==> config.mk <==
export PLATFORM = sky130hd
export DESIGN_NAME = ber_tlv_stream_decoder
export DESIGN_NICKNAME = d
export VERILOG_FILES = /design/src/design/btlv_pkg.sv /design/src/design/btlv_front.sv /design/src/design/btlv_queue.sv /design/src/design/btlv_back.sv /design/src/design/ber_tlv_stream_decoder.sv
export SDC_FILE = /design/constraint.sdc
export NUM_CORES = 1
export LEC_CHECK = 0
export ABC_CLOCK_PERIOD_IN_PS = 6260
export BUFFER_PORTS_ARGS = -buffer_cell sky130_fd_sc_hd__buf_4
export CAP_MARGIN = 20
export CORE_MARGIN = 8
export CORE_UTILIZATION = 55
export CTS_BUF_LIST = sky130_fd_sc_hd__clkbuf_16
export DETAILED_ROUTE_END_ITERATION = 10
export PLACE_DENSITY_LB_ADDON = 0.3
export SLEW_MARGIN = 20
export SYNTH_ARGS = -nofsm -noshare
export SYNTH_HDL_FRONTEND = slang
export SYNTH_HIERARCHICAL = 1
export SYNTH_SLANG_ARGS = --single-unit
==> constraint.sdc <==
create_clock -name clock -period 6.26 [get_ports clock]
set_input_delay 0 -clock clock [delete_from_list [all_inputs] [get_ports clock]]
set_output_delay 0 -clock clock [all_outputs]
set_load 0.02 [all_outputs]
==> src/design/btlv_pkg.sv <==
// Shared types and constants for the BER TLV stream decoder.
// Holds result kinds, error codes, the queue entry layout and queue sizing.
// No dependencies.
package btlv_pkg;

   localparam int DEFAULT_MAX_LENGTH_BYTES = 4;

   localparam int QUEUE_DEPTH = 4;
   localparam int QUEUE_PTR_W = $clog2(QUEUE_DEPTH);
   localparam int QUEUE_CNT_W = $clog2(QUEUE_DEPTH + 1);

   localparam logic [1:0] KIND_HEADER = 2'd0;
   localparam logic [1:0] KIND_VALUE  = 2'd1;
   localparam logic [1:0] KIND_ERROR  = 2'd2;

   localparam logic [1:0] ERR_MULTI_TAG  = 2'd0;
   localparam logic [1:0] ERR_INDEFINITE = 2'd1;
   localparam logic [1:0] ERR_LEN_LONG   = 2'd2;
   localparam logic [1:0] ERR_EARLY_END  = 2'd3;

   typedef struct packed {
      logic [1:0]  kind;
      logic [7:0]  tag;
      logic [31:0] length;
      logic [7:0]  value;
      logic        last;
      logic [1:0]  code;
      logic        tail_err;
   } btlv_entry_type;

   typedef struct packed {
      logic full;
      logic empty;
   } btlv_qstat_type;

endpackage

==> src/design/btlv_front.sv <==
// Front end of the BER TLV stream decoder: accepts bytes and tracks the parse.
// Pushes one queue entry per byte that causes results. Depends on btlv_pkg.
module btlv_front
   import btlv_pkg::*;
#(
   parameter int MAX_LENGTH_BYTES = DEFAULT_MAX_LENGTH_BYTES
) (
   input  logic           clock,
   input  logic           reset,
   input  logic           req_tvalid,
   output logic           req_tready,
   input  logic [7:0]     req_tdata,
   input  logic           req_tlast,
   input  btlv_qstat_type qstat,
   output logic           push_valid,
   output btlv_entry_type push_entry
);

   localparam int LEFT_W = $clog2(MAX_LENGTH_BYTES + 1);

   localparam logic [2:0] PH_TAG       = 3'd0;
   localparam logic [2:0] PH_LEN_FIRST = 3'd1;
   localparam logic [2:0] PH_LEN_MORE  = 3'd2;
   localparam logic [2:0] PH_VALUE     = 3'd3;
   localparam logic [2:0] PH_DROP      = 3'd4;

   logic [2:0]        phase_ff, phase_in;
   logic [7:0]        tag_ff, tag_in;
   logic [31:0]       acc_ff, acc_in;
   logic [LEFT_W-1:0] len_left_ff, len_left_in;
   logic [31:0]       val_left_ff, val_left_in;

   logic              accept;
   logic              emit;
   btlv_entry_type    entry;
   logic [31:0]       fin_len;
   logic              fin;
   logic [31:0]       more_acc;
   logic [LEFT_W-1:0] left_dec;
   logic              val_last;

   assign req_tready = !qstat.full;
   assign accept     = req_tvalid && req_tready;
   assign more_acc   = {acc_ff[23:0], req_tdata};
   assign left_dec   = (len_left_ff != '0) ? len_left_ff - LEFT_W'(1) : '0;
   assign val_last   = (val_left_ff <= 32'd1);

   always_comb begin
      phase_in    = phase_ff;
      tag_in      = tag_ff;
      acc_in      = acc_ff;
      len_left_in = len_left_ff;
      val_left_in = val_left_ff;
      emit        = 1'b0;
      fin         = 1'b0;
      fin_len     = acc_ff;
      entry       = '0;
      entry.tag   = tag_ff;
      unique case (phase_ff)
         PH_TAG: begin
            tag_in    = req_tdata;
            entry.tag = req_tdata;
            if (req_tdata[4:0] == 5'h1f) begin
               emit       = 1'b1;
               entry.kind = KIND_ERROR;
               entry.code = ERR_MULTI_TAG;
               phase_in   = req_tlast ? PH_TAG : PH_DROP;
            end else if (req_tlast) begin
               emit       = 1'b1;
               entry.kind = KIND_ERROR;
               entry.code = ERR_EARLY_END;
               phase_in   = PH_TAG;
            end else begin
               phase_in = PH_LEN_FIRST;
            end
         end
         PH_LEN_FIRST: begin
            if (!req_tdata[7]) begin
               fin     = 1'b1;
               fin_len = {24'd0, req_tdata};
            end else if (req_tdata == 8'h80) begin
               emit       = 1'b1;
               entry.kind = KIND_ERROR;
               entry.code = ERR_INDEFINITE;
               phase_in   = req_tlast ? PH_TAG : PH_DROP;
            end else if (req_tdata[6:0] > 7'(MAX_LENGTH_BYTES)) begin
               emit       = 1'b1;
               entry.kind = KIND_ERROR;
               entry.code = ERR_LEN_LONG;
               phase_in   = req_tlast ? PH_TAG : PH_DROP;
            end else begin
               len_left_in = req_tdata[LEFT_W-1:0];
               acc_in      = '0;
               if (req_tlast) begin
                  emit       = 1'b1;
                  entry.kind = KIND_ERROR;
                  entry.code = ERR_EARLY_END;
                  phase_in   = PH_TAG;
               end else begin
                  phase_in = PH_LEN_MORE;
               end
            end
         end
         PH_LEN_MORE: begin
            acc_in      = more_acc;
            len_left_in = left_dec;
            if (left_dec == '0) begin
               fin     = 1'b1;
               fin_len = more_acc;
            end else if (req_tlast) begin
               emit       = 1'b1;
               entry.kind = KIND_ERROR;
               entry.code = ERR_EARLY_END;
               phase_in   = PH_TAG;
            end
         end
         PH_VALUE: begin
            emit         = 1'b1;
            entry.kind   = KIND_VALUE;
            entry.length = acc_ff;
            entry.value  = req_tdata;
            entry.last   = val_last;
            if (val_last) begin
               val_left_in = '0;
               phase_in    = PH_TAG;
            end else begin
               val_left_in    = val_left_ff - 32'd1;
               entry.tail_err = req_tlast;
               if (req_tlast) begin
                  phase_in = PH_TAG;
               end
            end
         end
         PH_DROP: begin
            phase_in = req_tlast ? PH_TAG : PH_DROP;
         end
         default: begin
            phase_in = PH_TAG;
         end
      endcase
      if (fin) begin
         acc_in       = fin_len;
         emit         = 1'b1;
         entry.kind   = KIND_HEADER;
         entry.length = fin_len;
         if (fin_len == 32'd0) begin
            phase_in = PH_TAG;
         end else begin
            val_left_in    = fin_len;
            entry.tail_err = req_tlast;
            phase_in       = req_tlast ? PH_TAG : PH_VALUE;
         end
      end
   end

   assign push_valid = accept && emit;
   assign push_entry = entry;

   always_ff @(posedge clock) begin
      if (reset) begin
         phase_ff    <= PH_TAG;
         tag_ff      <= '0;
         acc_ff      <= '0;
         len_left_ff <= '0;
         val_left_ff <= '0;
      end else if (accept) begin
         phase_ff    <= phase_in;
         tag_ff      <= tag_in;
         acc_ff      <= acc_in;
         len_left_ff <= len_left_in;
         val_left_ff <= val_left_in;
      end
   end

endmodule

==> src/design/btlv_queue.sv <==
// Short first-in first-out queue between the decoder's front and back ends.
// Holds pending result entries. Depends on btlv_pkg.
module btlv_queue
   import btlv_pkg::*;
(
   input  logic           clock,
   input  logic           reset,
   input  logic           push_valid,
   input  btlv_entry_type push_entry,
   output btlv_qstat_type qstat,
   output logic           pop_valid,
   input  logic           pop_ready,
   output btlv_entry_type pop_entry
);

   btlv_entry_type         mem_ff [QUEUE_DEPTH];
   logic [QUEUE_PTR_W-1:0] wr_ptr_ff, wr_ptr_in;
   logic [QUEUE_PTR_W-1:0] rd_ptr_ff, rd_ptr_in;
   logic [QUEUE_CNT_W-1:0] count_ff, count_in;
   logic                   do_push, do_pop;

   assign qstat.full  = (count_ff == QUEUE_CNT_W'(QUEUE_DEPTH));
   assign qstat.empty = (count_ff == '0);
   assign pop_valid   = !qstat.empty;
   assign pop_entry   = mem_ff[rd_ptr_ff];
   assign do_push     = push_valid && !qstat.full;
   assign do_pop      = pop_valid && pop_ready;

   always_comb begin
      wr_ptr_in = do_push ? wr_ptr_ff + QUEUE_PTR_W'(1) : wr_ptr_ff;
      rd_ptr_in = do_pop ? rd_ptr_ff + QUEUE_PTR_W'(1) : rd_ptr_ff;
      count_in  = count_ff;
      if (do_push && !do_pop) begin
         count_in = count_ff + QUEUE_CNT_W'(1);
      end else if (do_pop && !do_push) begin
         count_in = count_ff - QUEUE_CNT_W'(1);
      end
   end

   always_ff @(posedge clock) begin
      if (do_push) begin
         mem_ff[wr_ptr_ff] <= push_entry;
      end
   end

   always_ff @(posedge clock) begin
      if (reset) begin
         wr_ptr_ff <= '0;
         rd_ptr_ff <= '0;
         count_ff  <= '0;
      end else begin
         wr_ptr_ff <= wr_ptr_in;
         rd_ptr_ff <= rd_ptr_in;
         count_ff  <= count_in;
      end
   end

endmodule

==> src/design/btlv_back.sv <==
// Back end of the BER TLV stream decoder: turns queue entries into results.
// Adds the trailing early-end error where an entry asks for it. Depends on btlv_pkg.
module btlv_back
   import btlv_pkg::*;
(
   input  logic           clock,
   input  logic           reset,
   input  logic           pop_valid,
   output logic           pop_ready,
   input  btlv_entry_type pop_entry,
   output logic           rsp_tvalid,
   input  logic           rsp_tready,
   output logic [55:0]    rsp_tdata,
   output logic           rsp_tlast,
   output logic [1:0]     rsp_tuser
);

   logic           valid_ff, valid_in;
   logic           tail_ff, tail_in;
   btlv_entry_type out_ff, out_in;
   logic           load;

   assign load      = !valid_ff || rsp_tready;
   assign pop_ready = load && !tail_ff;

   always_comb begin
      valid_in = valid_ff;
      tail_in  = tail_ff;
      out_in   = out_ff;
      if (load) begin
         if (tail_ff) begin
            out_in      = '0;
            out_in.kind = KIND_ERROR;
            out_in.tag  = out_ff.tag;
            out_in.code = ERR_EARLY_END;
            valid_in    = 1'b1;
            tail_in     = 1'b0;
         end else if (pop_valid) begin
            out_in   = pop_entry;
            valid_in = 1'b1;
            tail_in  = pop_entry.tail_err;
         end else begin
            valid_in = 1'b0;
         end
      end
   end

   always_ff @(posedge clock) begin
      out_ff <= out_in;
   end

   always_ff @(posedge clock) begin
      if (reset) begin
         valid_ff <= 1'b0;
         tail_ff  <= 1'b0;
      end else begin
         valid_ff <= valid_in;
         tail_ff  <= tail_in;
      end
   end

   assign rsp_tvalid = valid_ff;
   assign rsp_tdata  = {6'd0, out_ff.code, out_ff.value, out_ff.length, out_ff.tag};
   assign rsp_tlast  = out_ff.last;
   assign rsp_tuser  = out_ff.kind;

endmodule

==> src/design/ber_tlv_stream_decoder.sv <==
// Top level of the BER TLV stream decoder.
// Instantiates btlv_front, btlv_queue and btlv_back; depends on btlv_pkg.
//
// The request channel carries one encoded byte per request, with tlast on
// the last byte of a buffer. The response channel carries header, value and
// error results; tuser gives the kind, tlast marks the final content byte.
// An accepted byte is parsed in its cycle of acceptance; its first result is
// registered in the queue and then in the output register. One byte is
// accepted per clock while the queue is not full. A byte that ends a buffer
// inside an element gives two results, its own and an early-end error; a
// four-entry queue before the output register absorbs these and short stalls.
// When the receiver holds tready low, the output register holds its result
// and the queue fills; req_tready drops only once the queue is full.
// A synchronous reset clears the queue and output register and returns the
// parser to awaiting a tag byte.
module ber_tlv_stream_decoder
   import btlv_pkg::*;
#(
   parameter int MAX_LENGTH_BYTES = DEFAULT_MAX_LENGTH_BYTES
) (
   input  logic        clock,
   input  logic        reset,
   input  logic        req_tvalid,
   output logic        req_tready,
   input  logic [7:0]  req_tdata,   // data_byte
   input  logic        req_tlast,
   output logic        rsp_tvalid,
   input  logic        rsp_tready,
   output logic [55:0] rsp_tdata,   // tag_byte, content_length, value_byte, error_code
   output logic        rsp_tlast,
   output logic [1:0]  rsp_tuser    // kind
);

   btlv_qstat_type qstat;
   logic           push_valid;
   btlv_entry_type push_entry;
   logic           pop_valid;
   logic           pop_ready;
   btlv_entry_type pop_entry;

   btlv_front #(
      .MAX_LENGTH_BYTES(MAX_LENGTH_BYTES)
   ) u_front (
      .clock      (clock),
      .reset      (reset),
      .req_tvalid (req_tvalid),
      .req_tready (req_tready),
      .req_tdata  (req_tdata),
      .req_tlast  (req_tlast),
      .qstat      (qstat),
      .push_valid (push_valid),
      .push_entry (push_entry)
   );

   btlv_queue u_queue (
      .clock      (clock),
      .reset      (reset),
      .push_valid (push_valid),
      .push_entry (push_entry),
      .qstat      (qstat),
      .pop_valid  (pop_valid),
      .pop_ready  (pop_ready),
      .pop_entry  (pop_entry)
   );

   btlv_back u_back (
      .clock      (clock),
      .reset      (reset),
      .pop_valid  (pop_valid),
      .pop_ready  (pop_ready),
      .pop_entry  (pop_entry),
      .rsp_tvalid (rsp_tvalid),
      .rsp_tready (rsp_tready),
      .rsp_tdata  (rsp_tdata),
      .rsp_tlast  (rsp_tlast),
      .rsp_tuser  (rsp_tuser)
   );

   a_queue_state : assert property (@(posedge clock) disable iff (reset)
      !(qstat.full && qstat.empty))
      else $error("queue reports full and empty at once");

   a_push_room : assert property (@(posedge clock) disable iff (reset)
      push_valid |-> !qstat.full)
      else $error("entry pushed into a full queue");

   a_last_is_value : assert property (@(posedge clock) disable iff (reset)
      (rsp_tvalid && rsp_tlast) |-> (rsp_tuser == KIND_VALUE))
      else $error("last flag set on a result that is not a value byte");

   a_error_no_length : assert property (@(posedge clock) disable iff (reset)
      (rsp_tvalid && rsp_tuser == KIND_ERROR) |-> (rsp_tdata[39:8] == 32'd0))
      else $error("error result carries a nonzero length");

endmodule
==> results of run 1 <==
## path summary, 6_finish.rpt
| kind | endpoint | slack (ns) |
|---|---|---|
| setup / recovery | u_queue/mem_ff[0][12]$_DFFE_PP_ | 2.14 |
| hold / removal | u_front/phase_ff[2]$_SDFFE_PP0P_ | 0.07 |
| setup reg to reg | u_queue/mem_ff[0][12]$_DFFE_PP_ | 2.14 |
| hold reg to reg | u_front/tag_ff[0]$_SDFFE_PP0P_ | 0.45 |
## report_power, final
group	internal [mW]	total (mW)	switching, mW
Combinational	0.629	1.52	0.895
Sequential	2.95	3.09	0.139
Clock	1.18	2.07	0.881
## routing by layer
layer	part of all wire [%]	track usage, %
met1	41	27.8
met2	48	34.4
met3	7.6	4.25
met4	3.7	8.45
met5	0	0
## registers in the layout, summed over array words and instances, names as in the netlist, named ones only
register and cells:
u_front/phase_ff 3, u_queue/wr_ptr_ff 2, u_back/rsp_tuser 2, u_back/rsp_tdata 50, u_queue/count_ff 3, u_queue/mem_ff 216
u_back/rsp_tlast 1, u_front/tag_ff 8, u_front/val_left_ff 32, u_back/rsp_tvalid 1, u_front/len_left_ff 3, u_back/tail_ff 1
u_queue/rd_ptr_ff 2, u_front/acc_ff 32
## cells in the final DEF (no fill, tap or decap), types with 11 or more instances in the layout
cell	count
clkbuf_16	38
a21oi_1	55
nand2_1	78
and3_1	18
edfxtp_1	269
nand3_1	33
dfxtp_1	87
a31oi_1	14
a21o_1	11
and2_1	53
buf_4	81
inv_1	40
nand2b_1	11
o21ai_0	29
nor4_1	17
mux4_2	50
nor2_1	75
a22o_1	22
nor3_1	31
## cell type report
cell class	instances	area, sq um
Clock buffer	38	951
Sequential cell	358	9860
Inverter	32	120
Fill cell	2125	10400
Clock inverter	28	193
Timing Repair Buffer	91	708
Tap cell	378	473
Multi-Input combinational cell	680	5080
## what timing repair did
item	4_1_cts	5_1_grt
setup buffers	0	0
hold endpoints to repair	49	0
hold buffers	10	0
setup endpoints to repair	0	0
## per-stage QoR
step	setup slack [ns]	utilization (%)	cell area [sq um]	cells
5_1_grt	1.90	62.6	17400	1605
3_3_place_gp	2.05	58.1	16100	1529
6_report	2.14	62.6	17400	1605
2_1_floorplan	2.34	-	15500	1146
3_5_place_dp	2.00	58.1	16100	1529
4_1_cts	1.95	62.6	17400	1605
## worst max-delay path: cells and delay by family (launching register included)
family                 cells  cell delay (ns)
AO/OA/AOI/OAI              1             0.24
buffers and inverters      3             1.05
flip-flops                 1             0.63
AND/OR/NAND/NOR            4             1.84
==> impl_metrics.json, run 1 <==
{
  "grt_max_degree": 80,
  "cp.arrival_ns": 4.33,
  "clk_pin_slew_ns": 0.06,
  "portBuffers": 67,
  "die_w_microns": 184,
  "drt_wl_total_microns": 35800,
  "post-route-period-util_pct": 65.9,
  "synthToLayoutAreaGrowth_pct": 12.4,
  "cts_buffers": 37,
  "fp.dieArea_sq_um": 33800,
  "worst_slew_pin_slew_ns": 1.07,
  "grt_remaining_overflow": 0,
  "tns_ns": 0,
  "syn_area_sq_um": 15500,
  "htree_num_levels": 2,
  "startpoint_type": "flop",
  "p_leak_nw": 6.13,
  "num_vias": 9882,
  "clock_skew_ns": 0.0174,
  "drt_iter0_markers": 1080,
  "crit_start": "u_front/phase_ff[0]$_SDFFE_PP0P_",
  "die_y_microns": 184,
  "worst_ep_required_time_ns": 6.46,
  "rr_startpoint": "u_front/phase_ff[0]$_SDFFE_PP0P_",
  "critPathMaxFanout": 43,
  "via_per_inst": 6.16,
  "finalCriticalPeriod_ns": 4.12,
  "slew_viol_final": 0,
  "cts.sinks": 358,
  "peakVddDrop_uv": 264,
  "post-route-drc-count": 0,
  "drt_first_pass_iters": 6,
  "critPathKind": "reg2reg",
  "slowest_delay_ns": 0.92,
  "cts_resized": 0,
  "powerDensity_nw_per_um2": 384,
  "ioPinCount": 74,
  "netlist_instances": 1141,
  "place_hpwl_microns": 22700,
  "max_freq_mhz": 242,
  "avgRoutedWirePerCell_microns": 22.3,
  "nets": 1223,
  "min_path_type": "in2reg",
  "grt_usage_pct": 21.2,
  "finalPower_mw": 6.68,
  "cts-root-buf": "clkbuf_16",
  "grt_pass1_vias": 9547,
  "grt_pass1_wl_microns": 55600,
  "core_sq_um": 27800,
  "slew_headroom_pct": 28.4,
  "crit_slowest_cell": "and2_2",
  "hold_start": "reset",
  "cp-end-kind": "flop",
  "antenna_found_initial": 0,
  "initial_core_util_pct": 55.7,
  "place_congestion": 0.882,
  "final_antenna_net_count": 0,
  "drive_above_1_share_pct": 17.9,
  "clockBufferDepth": 3,
  "worstRegToRegCells": 8,
  "outcome": "complete, no violations",
  "max_cap_violations": 0,
  "clk_latency_ns": 0.52,
  "whs_path_depth": 2,
  "yosys_warnings": 6,
  "diodes": 0,
  "syn_avg_cell_area_sq_um": 13.6,
  "rows": 61,
  "finalHoldViolations": 0,
  "cts_tree": "yes",
  "setup_viol": 0,
  "whs_ns": 0.0698,
  "crit_path_cell_trace": "nand2b_1, or2_2, inv_2, o31a_1, inv_1, nor2_1, and2_2, buf_4",
  "rsz0062_at_grt": "no"
}
Note: power is estimated with default switching activity, not from simulation.
==> run 2, diff against run 1 <==
--- a/config.mk
+++ b/config.mk
@@ -5,7 +5,7 @@
 export SDC_FILE = /design/constraint.sdc
 export NUM_CORES = 1
 export LEC_CHECK = 0
-export ABC_CLOCK_PERIOD_IN_PS = 6260
+export ABC_CLOCK_PERIOD_IN_PS = 4250
 export BUFFER_PORTS_ARGS = -buffer_cell sky130_fd_sc_hd__buf_4
 export CAP_MARGIN = 20
 export CORE_MARGIN = 8
==> constraint.sdc (replaced) <==
create_clock -name clock -period 4.25 [get_ports clock]
set_input_delay 0 -clock clock [delete_from_list [all_inputs] [get_ports clock]]
set_output_delay 0 -clock clock [all_outputs]
set_load 0.02 [all_outputs]
==> run 2 against run 1 <==
Compared with the run above:
- final area grew 1.3%
- setup slack worse by 1.6 ns
- sequential cell count did not move
- via count about the same
- global-route usage fell by 0.81 points
- non-clock buffer count increased by 9
- critical path depth grew 8
- critical endpoint is now u_queue/count_ff[2]$_SDFFE_PP0P_
==> impl_metrics.json, run 2 (synthesis gave the netlist of run 1 again) <==
{
  "finalCriticalPeriod_ns": 3.73,
  "cp-end-kind": "flop",
  "clk_pin_slew_ns": 0.06,
  "grt_pass1_wl_microns": 54000,
  "drt_first_pass_iters": 7,
  "drive_above_1_share_pct": 18.8,
  "min_path_type": "in2reg",
  "p_int_mw": 7.22,
  "largest_reg_flops": 216,
  "switching_share_pct": 28.1,
  "fp.dieArea_sq_um": 33800,
  "critPathMaxFanout": 8,
  "synthToLayoutAreaGrowth_pct": 13.8,
  "multi_input_area_sq_um": 5080,
  "finalHoldViolations": 0,
  "diodes": 0,
  "cts-root-buf": "clkbuf_16",
  "slowest_delay_ns": 0.44,
  "p_comb_share_pct": 21.5,
  "post_cts_buffers": 0,
  "peakVddDrop_uv": 301,
  "drt_wl_total_microns": 34700,
  "tns_ns": 0,
  "worst_ep_required_time_ns": 4.70,
  "p_leak_nw": 6.23,
  "portBuffers": 67,
  "max_cap_violations": 0,
  "antenna_found_initial": 0,
  "post-route-drc-count": 0,
  "powerDensity_nw_per_um2": 570,
  "htree_num_levels": 2,
  "finalPower_mw": 10.0,
  "p_sw_mw": 2.82,
  "cts_tree": "yes",
  "drt_iter0_markers": 1120,
  "cts_resized": 0,
  "seq_area_sq_um": 9870,
  "cp.arrival_ns": 4.17,
  "die_w_microns": 184,
  "grt_remaining_overflow": 0,
  "grt_usage_pct": 20.4,
  "setup_viol": 0,
  "num_vias": 9890,
  "cts.sinks": 358,
  "core_sq_um": 27800,
  "hold_buffers": 11,
  "crit_path_cell_trace": "nor2_1, ha_1, nand2b_1, a2bb2oi_2, nor2_1, o21ai_0, a21o_1, o31a_1, inv_1, nor2_1, ha_1, inv_1, fa_1, xor2_1, or3_1, a21oi_1",
  "crit_family": "compound AO/OA/AOI/OAI gates",
  "post-route-period-util_pct": 87.7,
  "rows": 61,
  "cp_common_cell": "nor2_1",
  "initial_core_util_pct": 55.7,
  "worst_slew_pin_slew_ns": 1.03,
  "outcome": "complete, no violations",
  "regMostFlops": "u_queue/mem_ff",
  "startpoint_type": "flop",
  "critPathKind": "reg2reg",
  "ioPinCount": 74,
  "grt_max_degree": 79,
  "clockBufferDepth": 3,
  "slew_headroom_pct": 30.9,
  "max_freq_mhz": 268,
  "rsz0062_at_grt": "no",
  "final_cell_mix": "edfxtp_1 (269), dfxtp_1 (87), buf_4 (85), nand2_1 (78), nor2_1 (75)",
  "layout_commonest_cell": "edfxtp_1",
  "clk_latency_ns": 0.52,
  "place_hpwl_microns": 21100,
  "die_y_microns": 184,
  "nets": 1233,
  "place_congestion": 0.950,
  "final_antenna_net_count": 0,
  "fillers": 2048,
  "grt_pass1_vias": 9464,
  "path_buf_inv": 2,
  "crit_slowest_cell": "dfxtp_1",
  "slew_viol_final": 0,
  "power_frac_seq_pct": 46.3,
  "cts_buffers": 38,
  "avgRoutedWirePerCell_microns": 21.5,
  "via_per_inst": 6.11,
  "p_clk_share_pct": 32.3,
  "clock_skew_ns": 0.00935
}
## run 2: cell count changes in the layout (fill, tap and decap cells not counted), sizes merged
cell / previous run / this run
clkinvlp: 5 / 2
dlygate4sd3: 10 / 11
bufinv: 2 / 3
clkbuf: 38 / 41
clkinv: 10 / 18
buf: 81 / 89
inv: 43 / 38
## run 2: worst paths after layout
kind                                             from                                end  slack (ns)  cells past startpoint
setup reg to reg  u_front/len_left_ff[0]$_SDFFE_PP0P_   u_queue/count_ff[2]$_SDFFE_PP0P_        0.52                     16
hold reg to reg        u_front/tag_ff[1]$_SDFFE_PP0P_     u_front/tag_ff[1]$_SDFFE_PP0P_        0.45                      2
hold / removal                             req_tvalid  u_queue/wr_ptr_ff[0]$_SDFFE_PP0P_        0.22                      6
setup / recovery  u_front/len_left_ff[0]$_SDFFE_PP0P_   u_queue/count_ff[2]$_SDFFE_PP0P_        0.52                     16
## run 2: per-layer routing
metal  routed length, microns  global-route usage [%]
met4                     1080                    7.13
met1                    14200                    27.2
met3                     2830                    3.58
met2                    16600                    33.5
met5                        0                       0
## run 2: stage by stage
stage,std cells,area [sq um],hold WS (ns),setup slack (ns),util (%)
after floorplan,1146,15500,0.101,0.335,-
after global placement,1537,16300,0.311,0.700,58.5
after detailed placement,1537,16300,0.318,0.576,58.5
after CTS,1618,17600,0.205,0.549,63.4
after global routing,1618,17600,0.236,0.221,63.4
final,1618,17600,0.218,0.522,63.4
## run 2: power by group through the flow
stage | logic, mW | registers [mW] | clock network, mW
detailed placement | 2.18 | 4.72 | 0
floorplan | 1.30 | 4.89 | 0
global route | 2.32 | 4.70 | 3.44
CTS | 2.20 | 4.65 | 3.29
finish | 2.15 | 4.64 | 3.24
global placement | 2.13 | 4.71 | 0
## run 2: final cells by class
type / instances / share of cell area, %
sequential: 358 / 56.0
multi-input combinational: 680 / 28.8
clock buffer: 41 / 5.82
timing repair buffer: 100 / 4.70
tap: 378 / 2.68
clock inverter: 29 / 1.30
inverter: 32 / 0.682
## run 2: worst min-delay path: stages
cell	delay, ns
buf_4	0.12
nor2b_2	0.17
o31a_1	0.13
inv_1	0.10
or3_1	0.11
a21oi_1	0.06
==> run 3, diff against run 2 <==
--- a/config.mk
+++ b/config.mk
@@ -6,12 +6,13 @@
 export NUM_CORES = 1
 export LEC_CHECK = 0
 export ABC_CLOCK_PERIOD_IN_PS = 4250
-export BUFFER_PORTS_ARGS = -buffer_cell sky130_fd_sc_hd__buf_4
+export BUFFER_PORTS_ARGS = -buffer_cell sky130_fd_sc_hd__buf_2
 export CAP_MARGIN = 20
 export CORE_MARGIN = 8
 export CORE_UTILIZATION = 55
 export CTS_BUF_LIST = sky130_fd_sc_hd__clkbuf_16
 export DETAILED_ROUTE_END_ITERATION = 10
+export GPL_TIMING_DRIVEN = 0
 export PLACE_DENSITY_LB_ADDON = 0.3
 export SLEW_MARGIN = 20
 export SYNTH_ARGS = -nofsm -noshare
==> run 3 against run 2 <==
Compared with the run above:
- first-iteration DRC count is 4.1% lower
- clock skew is 0.0053 ns higher
- die area stayed put
- non-clock buffer count is 55 higher
==> impl_metrics.json, run 3 (synthesis gave the netlist of run 1 again) <==
{
  "place_hpwl_microns": 26100,
  "crit_path_cell_trace": "buf_2, nor2_1, inv_1, ha_1, inv_1, nand2_1, o21ai_2, clkbuf_2, o31a_1, inv_1, nor2_2, ha_1, inv_1, fa_1, xor2_1, or3_1, a21oi_1",
  "rr_startpoint": "u_front/len_left_ff[0]$_SDFFE_PP0P_",
  "drive_above_1_share_pct": 18.8,
  "finish.utilization_pct": 64.0,
  "dp_slack_ns": -0.199,
  "drt_first_pass_iters": 6,
  "die_w_microns": 184,
  "cts.sinks": 358,
  "outcome": "complete, no violations",
  "grt_max_degree": 49,
  "avgRoutedWirePerCell_microns": 23.1,
  "final_cell_mix": "edfxtp_1 (269), dfxtp_1 (89), nand2_1 (78), buf_2 (77), nor2_1 (75)",
  "fillers": 2119,
  "initial_core_util_pct": 55.7,
  "path_buf_inv": 6,
  "max_cap_violations": 0,
  "clock_skew_ns": 0.0146,
  "drt_iter0_markers": 1074,
  "p_leak_nw": 6.34,
  "cts-root-buf": "clkbuf_16",
  "post-route-period-util_pct": 94.3,
  "crit_slowest_cell": "o21ai_2",
  "grt_remaining_overflow": 0,
  "grt_pass1_wl_microns": 58600,
  "finalCriticalPeriod_ns": 4.01,
  "clk_pin_slew_ns": 0.06,
  "nets": 1288,
  "finalPower_mw": 10.1,
  "final_antenna_net_count": 0,
  "cp.arrival_ns": 4.46,
  "cts_tree": "yes",
  "multi_input_area_sq_um": 5090,
  "setup_viol": 0,
  "layout_commonest_cell": "edfxtp_1",
  "clk_latency_ns": 0.53,
  "regMostFlops": "u_queue/mem_ff",
  "place_congestion": 0.973,
  "powerDensity_nw_per_um2": 569,
  "min_path_type": "in2reg",
  "largest_reg_flops": 216,
  "max_freq_mhz": 250,
  "crit_start": "u_front/len_left_ff[0]$_SDFFE_PP0P_",
  "peakVddDrop_uv": 260,
  "post-route-drc-count": 0,
  "cts_buffers": 38,
  "post_cts_buffers": 0,
  "via_per_inst": 6.13,
  "seq_area_sq_um": 9860,
  "die_y_microns": 184,
  "htree_num_levels": 2,
  "hold_start": "req_tdata[7]",
  "rows": 61,
  "synthToLayoutAreaGrowth_pct": 14.9,
  "layout_setup_ws_ns": 0.243,
  "grt_pass1_vias": 10100,
  "num_vias": 10300,
  "core_sq_um": 27800,
  "cp-end-kind": "flop",
  "slowest_delay_ns": 0.40,
  "critPathMaxFanout": 10,
  "drt_wl_total_microns": 38600,
  "worst_slew_pin_slew_ns": 1.10,
  "startpoint_type": "flop",
  "worst_ep_required_time_ns": 4.70,
  "fp.dieArea_sq_um": 33800,
  "clockBufferDepth": 3,
  "cp_common_cell": "inv_1",
  "finalHoldViolations": 0,
  "slew_viol_final": 0,
  "ioPinCount": 74,
  "critPathKind": "reg2reg",
  "antenna_found_initial": 0,
  "crit_family": "adder cells",
  "portBuffers": 65,
  "grt_usage_pct": 22.6,
  "slew_headroom_pct": 26.0,
  "rsz0062_at_grt": "no"
}
## run 3: cell types whose count changed in the layout (fill, tap and decap cells not counted), sizes merged, moves of 2 or more
cell,before,now
clkbuf,41,78
dlygate4sd3,11,9
buf,89,107
inv,38,41
clkinv,18,15
## run 3: final timing paths
path	slack, ns	to	cells after the start
max	0.24	u_queue/count_ff[2]$_SDFFE_PP0P_	17
min	0.05	u_queue/mem_ff[1][11]$_DFFE_PP_	2
max reg2reg	0.24	u_queue/count_ff[2]$_SDFFE_PP0P_	17
min reg2reg	0.45	u_front/tag_ff[1]$_SDFFE_PP0P_	2
## run 3: report_power, final
| part | switching (mW) | total, mW | internal [mW] |
|---|---|---|---|
| clock | 1.32 | 3.24 | 1.91 |
| sequential | 0.119 | 4.46 | 4.34 |
| combinational | 1.48 | 2.43 | 0.947 |
## run 3: area by class of cell
class                   instances  area share (%)
flip-flops and latches        358            55.4
multi-input cells             680            28.6
clock buffers                  39            5.49
repair buffers                 79            3.07
well taps                     378            2.66
plain buffers                  76            2.60
clock inverters                31            1.47
inverters                      32           0.675
diodes                          1          0.0141
## run 3: layer usage
metal | wire length, microns | track usage (%) | vias up
met5 | 0 | 0 | -
met4 | 1670 | 10.5 | 0
met3 | 2840 | 3.54 | 106
met2 | 18400 | 36.9 | 469
met1 | 15700 | 29.6 | 5062
li1 | - | - | 4626
## run 3: per-stage QoR
step | cell area, sq um | std cells | hold WS [ns] | setup TNS, ns
finish | 17800 | 1674 | 0.0479 | 0
global route | 17800 | 1673 | 0.0510 | 0
CTS | 17800 | 1673 | 0.0372 | 0
detailed placement | 16500 | 1594 | 0.342 | -0.199
global placement | 16300 | 1589 | 0.327 | -344.51
floorplan | 15500 | 1146 | 0.101 | 0
## run 3: timing repair
item	CTS	global route
resized for setup	2	1
hold endpoints to repair	25	0
hold buffers	9	0
setup endpoints to repair	1	1
